**src/lag_pkg.sv**
```systemverilog
// Shared types and constants of the life grid core.
// No dependencies; imported by the channels, controller and datapath.
package lag_pkg;

   localparam int FUNC_W = 2;
   localparam int ROW_W  = 6;
   localparam int COL_W  = 6;
   localparam int CFG_W  = 7;

   // Operation selector codes
   typedef enum logic [FUNC_W-1:0] {
      FUNC_TOGGLE = 2'd0,
      FUNC_STEP   = 2'd1,
      FUNC_READ   = 2'd2
   } func_type;

   // Row read offsets relative to the sweep pointer
   localparam logic [1:0] OFS_HERE  = 2'd0;
   localparam logic [1:0] OFS_NEXT  = 2'd1;
   localparam logic [1:0] OFS_AFTER = 2'd2;

   // B3/S23 neighbor counts
   localparam logic [3:0] NB_BIRTH   = 4'd3;
   localparam logic [3:0] NB_SURVIVE = 4'd2;

   // Controller to datapath commands
   typedef struct packed {
      logic       cap_req;
      logic       clr_wr;
      logic       rd_req;
      logic [1:0] rd_ofs;
      logic       cell_done;
      logic       step_fill;
      logic       step_load;
      logic       step_wr;
      logic       rsp_load;
   } lag_cmd_type;

   // Datapath to controller status
   typedef struct packed {
      logic [FUNC_W-1:0] func;
      logic              req_oor;
      logic              grid_empty;
      logic              step_last;
      logic              clr_last;
      logic              rsp_free;
   } lag_status_type;

endpackage

```
**src/lag_ctrl.sv**
```systemverilog
// Controller of the life grid core: sequences clear, cell and step operations.
// Depends on lag_pkg; drives lag_datapath through command and status structs.
module lag_ctrl (
   input  logic                    clock,
   input  logic                    reset,
   input  logic                    req_valid,
   output logic                    req_ready,
   input  lag_pkg::lag_status_type status,
   output lag_pkg::lag_cmd_type    cmd
);
   import lag_pkg::*;

   typedef enum logic [2:0] {
      ST_CLEAR,
      ST_IDLE,
      ST_DECODE,
      ST_CELL,
      ST_FILL,
      ST_LOAD,
      ST_WRITE,
      ST_PUT
   } state_type;

   state_type state_ff, state_in;

   always_ff @(posedge clock) begin
      if (reset) begin
         state_ff <= ST_CLEAR;
      end else begin
         state_ff <= state_in;
      end
   end

   // Next state and command decode
   always_comb begin
      state_in  = state_ff;
      cmd       = '0;
      req_ready = 1'b0;
      unique case (state_ff)
         ST_CLEAR: begin
            cmd.clr_wr = 1'b1;
            if (status.clr_last) begin
               state_in = ST_IDLE;
            end
         end
         ST_IDLE: begin
            req_ready = 1'b1;
            if (req_valid) begin
               cmd.cap_req = 1'b1;
               state_in    = ST_DECODE;
            end
         end
         ST_DECODE: begin
            case (status.func) inside
               FUNC_TOGGLE, FUNC_READ: begin
                  if (status.req_oor) begin
                     state_in = ST_PUT;
                  end else begin
                     cmd.rd_req = 1'b1;
                     state_in   = ST_CELL;
                  end
               end
               FUNC_STEP: begin
                  if (status.grid_empty) begin
                     state_in = ST_PUT;
                  end else begin
                     cmd.rd_ofs = OFS_HERE;
                     state_in   = ST_FILL;
                  end
               end
               default: state_in = ST_PUT;
            endcase
         end
         ST_CELL: begin
            cmd.cell_done = 1'b1;
            state_in      = ST_PUT;
         end
         ST_FILL: begin
            cmd.step_fill = 1'b1;
            cmd.rd_ofs    = OFS_NEXT;
            state_in      = ST_LOAD;
         end
         ST_LOAD: begin
            cmd.step_load = 1'b1;
            state_in      = ST_WRITE;
         end
         ST_WRITE: begin
            cmd.step_wr = 1'b1;
            cmd.rd_ofs  = OFS_AFTER;
            state_in    = status.step_last ? ST_PUT : ST_LOAD;
         end
         ST_PUT: begin
            if (status.rsp_free) begin
               cmd.rsp_load = 1'b1;
               state_in     = ST_IDLE;
            end
         end
         default: state_in = ST_CLEAR;
      endcase
   end
endmodule

```
**config.mk**
```make
export PLATFORM = sky130hd
export DESIGN_NAME = lag_ctrl
export DESIGN_NICKNAME = d
export VERILOG_FILES = /design/src/lag_pkg.sv /design/src/lag_ctrl.sv
export SDC_FILE = /design/constraint.sdc
export NUM_CORES = 1
export LEC_CHECK = 0
export ABC_AREA = 1
export BUFFER_PORTS_ARGS = -buffer_cell sky130_fd_sc_hd__buf_2
export CORE_AREA = 2 2 39 41
export CTS_CLUSTER_DIAMETER = 30
export DETAILED_ROUTE_END_ITERATION = 6
export DIE_AREA = 0 0 41 43
export GPL_ROUTABILITY_DRIVEN = 0
export PLACE_DENSITY = 0.5
export SETUP_SLACK_MARGIN = 0.05
export SYNTH_ARGS = -nofsm -noshare
export SYNTH_HDL_FRONTEND = slang
export SYNTH_SLANG_ARGS = --single-unit
```
**constraint.sdc**
```tcl
create_clock -name clock -period 1.4 [get_ports clock]
set_input_delay 0.07 -clock clock [delete_from_list [all_inputs] [get_ports clock]]
set_output_delay 0.07 -clock clock [all_outputs]
set_load 0.005 [all_outputs]
```
-- Word level (Yosys, flattened, before mapping)
Index checks and enable logic that the tools add are counted.
- bits of input ports: 10
- flip-flop bits (word level): 3
- logic and storage cells: 40
- reduce and logical (&&, ||, !) cells: 4
- muxes and demuxes: 23
- eq/ne operators: 12
- operators by type and width (cell ; number):
    one-hot mux 3 bit (8 select lines) ; 1
    two-way mux 3 bit ; 6
    two-way mux 1 bit ; 13
    == test 3 bit, second input constant ; 4
    == test 3 x 2 -> 1 bit, second input constant ; 2
    != test 2 bit, second input constant ; 3
    two-way mux 2 bit ; 2
    one-hot mux 2 bit (2 select lines) ; 1
    == test 3 x 1 -> 1 bit, second input constant ; 1
    zero test 3 bit ; 1
    AND reduction 3 bit ; 1
    == test 2 x 1 -> 1 bit, second input constant ; 1
    == test 2 bit, second input constant ; 1
    zero test 2 bit ; 1
    OR reduction 2 bit ; 1

-- Logic depth before layout (Yosys ltp)
Gate-level depths: netlist (run 1).
- depth in word-level cells: 4
- mapped depth: 8
- mapped depth without buffers: 7

-- Worst setup path after synthesis (run 1)
No wires, ideal clock.
- path type: register -> register
- start: register state_ff[1]
- end: register state_ff[0]
- clock period less this slack: 1.008 ns
- cell stages (with the launch flop): 8
- slack: 0.392 ns
- path buffers: 1
- library setup time: 0.111 ns
- arrival time: 0.896 ns
- cells stage by stage: dfxtp_1 > buf_2 > clkinv_2 > nand3_2 > or2_1 > nand3_1 > nor2_1 > nor2_1
- word-level cells in the longest chain between the ends: 3
- ends and longest elaborated chain (item ; RTL line ; source):
    start, declared ; lag_ctrl.sv:24 ; state_type state_ff, state_in;
    start signal, assigned ; lag_ctrl.sv:30 ; state_ff <= state_in;
    == test 3 bit, or another cell as far along ; lag_ctrl.sv:39 ; unique case (state_ff)
    != test 2 bit (no source line) ; -- ;
    AND reduction 3 bit (no source line) ; -- ;
Parallel ways exist; a longest one is shown, timed or not.
A chain may end at the register's enable or synchronous reset.

==> out/results.ini, run 1 <==
[clock_tree]
cts_tree=built
insertion_delay_ns=0.23
clkSlewWorstSetupHoldPaths_ns=0.04
clockRootBuffer=clkbuf_4
postCtsResizedCells=0
post_cts.repair.setup_buffers=0
hold_buffers=0
numCtsBuffers=3
h-tree-depth=1
clockBufferDepth=2
cts_sinks=3

[grt]
gr-total-overflow=0
grt_usage_pct=11.4
antenna_found_initial=0
grt_pass1_wl_um=1360
grt_max_degree=10
grt_pass1_vias=365

[finish]
top_regs=state_ff: 3 flops
fillerInstances=160
diodes=0
area_delta_synth_final_pct=39.4
largest_reg_flops=3
final_core_util_pct=31.4
nets=86
final_common_cell=buf_2
final_area_um2=434
largest_register=state_ff
drive_above_1_share_pct=38.7
mostFrequentLayoutCells=buf_2, nor2_1, inv_1, nand2_1, nand3_1

[critical_path]
regToRegStartpoint=state_ff[1]
r2r_end=state_ff[0]
start_kind=flop
critPathRequiredTime_ns=1.33
critPathLaunch=state_ff[1]
r2r_cells=6
ff2ff_setup_slack_ns=0.23
end_kind=primary output
crit_path_end=cmd[7]
critical_path_class=reg -> out
crit_arrival_ns=1.16
crit_fanout=8

[timing]
rsz0062_at_grt=false
finalSetupViolations=0
maxSlewViolCount=0
slew_headroom_pct=79.4
fmax_mhz=813
tns_ns=0
hold_violations=0
worst_pin_slew_ns=0.308
worst_clock_skew_ns=0.00410
fin_crit_sh_pct=87.9
period_needed_ns=1.23

[synthesis]
synthCells=54
synth_top_flop_cell=dfxtp_1
synth_area_leaders=dfxtp_1, nor2_1, inv_1
synth_top_area_cell=dfxtp_1
avgSynthCellArea_um2=5.77
synth_nets=64
synth-warning-count=0
ys_seq_elements=3
synth-async-reset-ratio_pct=0
synth-edff-count=0
synth_top_area_share_pct=19.3
ys_seq_area_share_pct=19.3
ys_types=21
syn_area_um2=312

[run]
cap_violations=0

[pwr]
pwr_density_cell_mw_per_mm2=926
p_leak_nw=0.257
ir_worst_vdd_mv=0.321
power_uw=402

[die]
rows=14
fp.dieW_um=41
start_util_pct=22.5
io_pins=21
core_mm2=0.00138
die_h_um=43
fp.dieArea_mm2=0.00176

[drt]
drt-total-wl_um=790
drt_iter0_markers=5
vias=403
first_pass_iters=4
drtAntennaViolNets=0
wire_per_inst_um=8.68
drc=0
viasPerCell=4.43

[placed_design]
port_buffers=20
place_hpwl_um=628
placed_cell_area_um2=408

[worst_hold_path]
hold_path_class=in -> reg

[run_status]
status=finished, final reports clean

-- cells by family (layout without fill, tap and decap cells) --
kind of cell / Yosys count / after routing / share of synthesized area (%)
AO/OA/AOI/OAI: 5 / 5 / 8.43
AND/OR/NAND/NOR: 32 / 32 / 50.2
flip-flops: 3 / 3 / 19.3
buffers and inverters: 14 / 35 / 22.1
-- where the power goes --
part | switching [mW] | internal (mW) | total (mW)
combinational | 0.0742 | 0.0595 | 0.134
clock | 0.0431 | 0.107 | 0.150
sequential | 0.0228 | 0.0955 | 0.118
-- Yosys cell counts (2+ instances only) --
master and instances:
dfxtp_1 3, inv_1 8, nand2_1 6, nand3_1 4, nand3_2 2, nand4_1 2, nor2_1 12, nor3_1 2
o21ai_0 3
-- layer usage --
layer | share of wire (%) | global-route usage (%) | vias up
met5 | 0 | 0 | -
met4 | 1.4 | 6.00 | 0
met3 | 6.1 | 5.24 | 2
met2 | 48 | 17.5 | 15
met1 | 44 | 12.5 | 169
li1 | - | - | 217
-- worst max-delay path, cell delays in order (launching register included) --
cell	delay [ns]
dfxtp_1	0.48
nand2_2	0.13
nor4_1	0.17
buf_2	0.15
-- cell type report --
cell class                 count  area (µm²)  area share [%]
sequential                     3        60.1            13.8
multi-input combinational     37         183            42.1
clock buffer                   4        26.3            6.05
inverter                      11        45.0            10.4
timing repair buffer          20         100            23.1
tap                           16        20.0            4.61
-- worst min path at each step --
stage               start           to  slack, ns  cells after the start
global placement    reset  state_ff[2]       0.26                      2
detailed placement  reset  state_ff[2]       0.26                      2
CTS                 reset  state_ff[2]       0.03                      2
floorplan           reset  state_ff[1]       0.14                      1
finish              reset  state_ff[2]       0.04                      2
global route        reset  state_ff[2]       0.02                      2
-- per-stage QoR --
| stage | setup WS (ns) | hold slack, ns | cells |
|---|---|---|---|
| after floorplan | 0.392 | 0.139 | 54 |
| after global placement | 0.192 | 0.265 | 87 |
| after detailed placement | 0.240 | 0.263 | 87 |
| after CTS | 0.142 | 0.0300 | 91 |
| after global routing | 0.0616 | 0.0241 | 91 |
| final | 0.169 | 0.0398 | 91 |
(Power assumes the default switching activity.)
==> run 2: changes to the inputs <==
PLACE_DENSITY = 0.56   (was 0.5)
==> out/results.ini, run 2 (same netlist as run 1, synthesis figures left out) <==
[run_status]
status=finished, final reports clean

[critical_path]
crit_arrival_ns=1.21  ; +0.05 ns
cp_slowest_cell=dfxtp_1
start_kind=flop
critPathRequiredTime_ns=1.33  ; about the same
crit_buf_inv=1  ; unchanged
crit_family=flip-flops
end_kind=primary output
path_cells=nand2_2 -> nor4_1 -> buf_2
cpPeakStageDelay_ns=0.50  ; +0.02 ns
critical_path_class=reg -> out
crit_fanout=8  ; unchanged

[drt]
drtAntennaViolNets=0  ; unchanged
route.met2.wl_um=324  ; -14%
drt-total-wl_um=758  ; -4.1%
wire_per_inst_um=8.33  ; -4.1%
vias=388  ; -3.7%
drt_iter0_markers=10  ; +5
viasPerCell=4.26  ; -3.7%
wl_met1_um=349  ; -0.57%
met3_length_um=60  ; +25%
drc=0  ; unchanged
top_layer_used=met4
first_pass_iters=4  ; unchanged

[finish]
area_delta_synth_final_pct=39.4  ; unchanged
fillerInstances=163  ; +1.9%
largest_reg_flops=3  ; unchanged
largest_register=state_ff
top_regs=state_ff: 3 flops
mostFrequentLayoutCells=buf_2, nor2_1, inv_1, nand2_1, nand3_1
nets=86  ; unchanged
diodes=0  ; unchanged
drive_above_1_share_pct=38.7  ; unchanged
final_core_util_pct=31.4  ; unchanged
final_common_cell=buf_2

[clock_tree]
clockRootBuffer=clkbuf_4
cts_sinks=3  ; unchanged
clockBufferDepth=2  ; unchanged
post_cts.repair.setup_buffers=0  ; unchanged
hold_buffers=0  ; unchanged
postCtsResizedCells=0  ; unchanged
h-tree-depth=1  ; unchanged
insertion_delay_ns=0.24  ; about the same
numCtsBuffers=3  ; unchanged
cts_tree=built
clkSlewWorstSetupHoldPaths_ns=0.04  ; about the same

[timing]
maxSlewViolCount=0  ; unchanged
tns_ns=0  ; unchanged
setup_slack_ns=0.125  ; -0.0448 ns
rsz0062_at_grt=false
fin_crit_sh_pct=91.1  ; +3.2 points
period_needed_ns=1.28  ; +0.0448 ns
hold_violations=0  ; unchanged
finalSetupViolations=0  ; unchanged
slew_headroom_pct=78.4  ; -1.1 points
worst_clock_skew_ns=0.00706  ; +0.00296 ns
hold_slack_ns=0.0116  ; -0.0282 ns
worst_pin_slew_ns=0.324  ; +0.0159 ns
fmax_mhz=784  ; -3.5%

[grt]
grt_max_degree=10  ; unchanged
grt_pass1_vias=281  ; -23%
gr-total-overflow=0  ; unchanged
grt_usage_pct=9.23  ; -2.2 points
grt_pass1_wl_um=1110  ; -18%
antenna_found_initial=0  ; unchanged

[pwr]
ir_worst_vdd_mv=0.374  ; +17%
p_leak_nw=0.257  ; unchanged
pwr_density_cell_mw_per_mm2=940  ; +1.6%
power_uw=408  ; +1.6%

[die]
fp.dieW_um=41  ; unchanged
rows=14  ; unchanged
fp.dieArea_mm2=0.00176  ; unchanged
io_pins=21  ; unchanged
core_mm2=0.00138  ; unchanged
start_util_pct=22.5  ; unchanged
die_h_um=43  ; unchanged

[worst_hold_path]
hold_path_class=in -> reg

[placed_design]
pre_cts_ws_ns=0.214  ; -0.0259 ns
place_hpwl_um=626  ; -0.37%
port_buffers=20  ; unchanged

[run]
cap_violations=0  ; unchanged

-- run 2: where the power goes --
part	switching (mW)	internal, mW	total, mW
clock	0.0501	0.107	0.157
sequential	0.0241	0.0955	0.120
combinational	0.0719	0.0595	0.131
total	0.146	0.262	0.408
-- run 2: metal layers --
metal | up-vias | track usage, %
met3 | 2 | 0
met5 | - | 0
li1 | 213 | -
met4 | 0 | 8.00
met1 | 155 | 12.5
met2 | 18 | 12.8
-- run 2: layout make-up --
class	count	area (µm²)	area share, %
Multi-Input combinational cell	37	183	42.1
Sequential cell	3	60.1	13.8
Inverter	11	45.0	10.4
Tap cell	16	20.0	4.61
Timing Repair Buffer	20	100	23.1
Clock buffer	4	26.3	6.05
-- run 2: path summary, 6_finish.rpt --
| kind | startpoint | to | slack [ns] | cells past startpoint |
|---|---|---|---|---|
| max | state_ff[1] | cmd[7] | 0.12 | 3 |
| max reg2reg | state_ff[1] | state_ff[1] | 0.19 | 5 |
| min | reset | state_ff[2] | 0.01 | 2 |
| min reg2reg | state_ff[2] | state_ff[2] | 0.65 | 2 |
-- run 2: stage by stage --
stage | area [µm²] | instances
after floorplan | 312 | 54
after detailed placement | 408 | 87
after CTS | 434 | 91
after global placement | 408 | 87
final | 434 | 91
after global routing | 434 | 91
==> run 3: changes to the inputs <==
BUFFER_PORTS_ARGS = -buffer_cell sky130_fd_sc_hd__buf_4   (was -buffer_cell sky130_fd_sc_hd__buf_2)
==> out/results.ini, run 3 (same netlist as run 1, synthesis figures left out) <==
[clock_tree]
cts_tree=built
clkSlewWorstSetupHoldPaths_ns=0.04  ; about the same
numCtsBuffers=3  ; unchanged
clockBufferDepth=2  ; unchanged
clockRootBuffer=clkbuf_4
insertion_delay_ns=0.24  ; about the same
post_cts.repair.setup_buffers=0  ; unchanged
h-tree-depth=1  ; unchanged
cts_sinks=3  ; unchanged

[drt]
drtAntennaViolNets=0  ; unchanged
first_pass_iters=4  ; unchanged
wire_per_inst_um=9.57  ; +15%
drc=0  ; unchanged
vias=410  ; +5.7%
drt_iter0_markers=8  ; -2
drt-total-wl_um=871  ; +15%
viasPerCell=4.51  ; +5.7%

[die]
die_h_um=43  ; unchanged
fp.dieW_um=41  ; unchanged
io_pins=21  ; unchanged
rows=14  ; unchanged
core_mm2=0.00138  ; unchanged
start_util_pct=22.5  ; unchanged
fp.dieArea_mm2=0.00176  ; unchanged

[critical_path]
critical_path_class=reg -> out
end_kind=primary output
start_kind=flop
crit_arrival_ns=1.15  ; -0.06 ns
critPathRequiredTime_ns=1.33  ; about the same
cp_slowest_cell=dfxtp_1
ff2ff_setup_slack_ns=0.20  ; about the same
path_cells=inv_4 -> nor3_1 -> buf_4
r2r_end=state_ff[1]
regToRegStartpoint=state_ff[0]
r2r_cells=7  ; +2
cpPeakStageDelay_ns=0.51  ; about the same
crit_fanout=8  ; unchanged

[timing]
hold_violations=0  ; unchanged
maxSlewViolCount=0  ; unchanged
hold_slack_ns=0.00914  ; -0.00246 ns
finalSetupViolations=0  ; unchanged
period_needed_ns=1.22  ; -0.0571 ns
slew_headroom_pct=77.7  ; -0.68 points
fmax_mhz=821  ; +4.7%
rsz0062_at_grt=false
tns_ns=0  ; unchanged
worst_pin_slew_ns=0.334  ; +0.0102 ns
fin_crit_sh_pct=87.0  ; -4.1 points
worst_clock_skew_ns=0.00534  ; -0.00172 ns

[grt]
grt_pass1_wl_um=1260  ; +14%
grt_pass1_vias=329  ; +17%
gr-total-overflow=0  ; unchanged
grt_usage_pct=10.1  ; +0.89 points
antenna_found_initial=0  ; unchanged
grt_max_degree=10  ; unchanged

[worst_hold_path]
hold_path_class=in -> reg
holdPathEnd=state_ff[2]
worstHoldStart=reset
min_path_cells=2  ; unchanged

[placed_design]
place_hpwl_um=630  ; +0.64%
placed_cell_area_um2=458  ; +12%
port_buffers=20  ; unchanged

[finish]
area_delta_synth_final_pct=57.8
top_regs=state_ff: 3 flops
largest_reg_flops=3  ; unchanged
drive_above_1_share_pct=41.3  ; +2.7 points
largest_register=state_ff
diodes=0  ; unchanged
multi_input_area_um2=189  ; +3.4%
fillerInstances=157  ; -3.7%
mostFrequentLayoutCells=buf_4, nor2_1, inv_1, nand2_1, nand3_1
final_area_um2=492  ; +13%
final_common_cell=buf_4
final_core_util_pct=35.5  ; +4.2 points
nets=86  ; unchanged
regArea_um2=61.3  ; +2.1%

[pwr]
pwr_density_cell_mw_per_mm2=894  ; -5.0%
ir_worst_vdd_mv=0.374  ; about the same
p_leak_nw=0.267  ; +3.7%

[run_status]
status=finished, final reports clean

[run]
cap_violations=0  ; unchanged

==> run 3: critical path: cells and delay by family, from the launching register on <==
kind                   cells  cell delay [ns]
flip-flops                 1             0.51
buffers and inverters      2             0.24
AND/OR/NAND/NOR            1             0.16
==> run 3: how the worst max path moves through the flow <==
stage | depth (start not counted) | end | slack (ns) | startpoint
floorplan | 7 | state_ff[0] | 0.39 | state_ff[1]
global placement | 6 | state_ff[0] | 0.22 | state_ff[1]
detailed placement | 7 | state_ff[0] | 0.21 | state_ff[1]
CTS | 3 | cmd[7] | 0.12 | state_ff[1]
global route | 3 | cmd[1] | 0.08 | state_ff[2]
finish | 3 | cmd[3] | 0.18 | state_ff[2]
==> run 3: area by class of cell <==
type                            instances  area share, %
Sequential cell                         3           12.5
Multi-Input combinational cell         37           38.4
Timing Repair Buffer                   20           30.5
Clock buffer                            4           5.34
Tap cell                               16           4.07
Inverter                               11           9.16
==> run 3: routing by layer <==
layer	track usage, %	part of all wire, %
met3	0	7.0
met1	15.7	47
met4	6.00	2.0
met2	13.4	44
met5	0	0
==> run 3: metrics by stage <==
step / power, mW / worst slack [ns] / cells
after detailed placement: 0.273 / 0.214 / 87
after global routing: 0.468 / 0.0830 / 91
final: 0.439 / 0.182 / 91
after global placement: 0.272 / 0.220 / 87
after floorplan: 0.214 / 0.392 / 54
after CTS: 0.433 / 0.120 / 91
==> run 3: what timing repair did <==
item	in CTS	in global routing
resized for setup	0	2
setup endpoints to repair	0	1
hold buffers	0	0
==> run 3: power by group <==
group          internal [mW]  switching [mW]  total [mW]
Sequential            0.0959          0.0234       0.119
Combinational         0.0780          0.0771       0.155
Clock                  0.108          0.0573       0.165
Total                  0.282           0.158       0.439
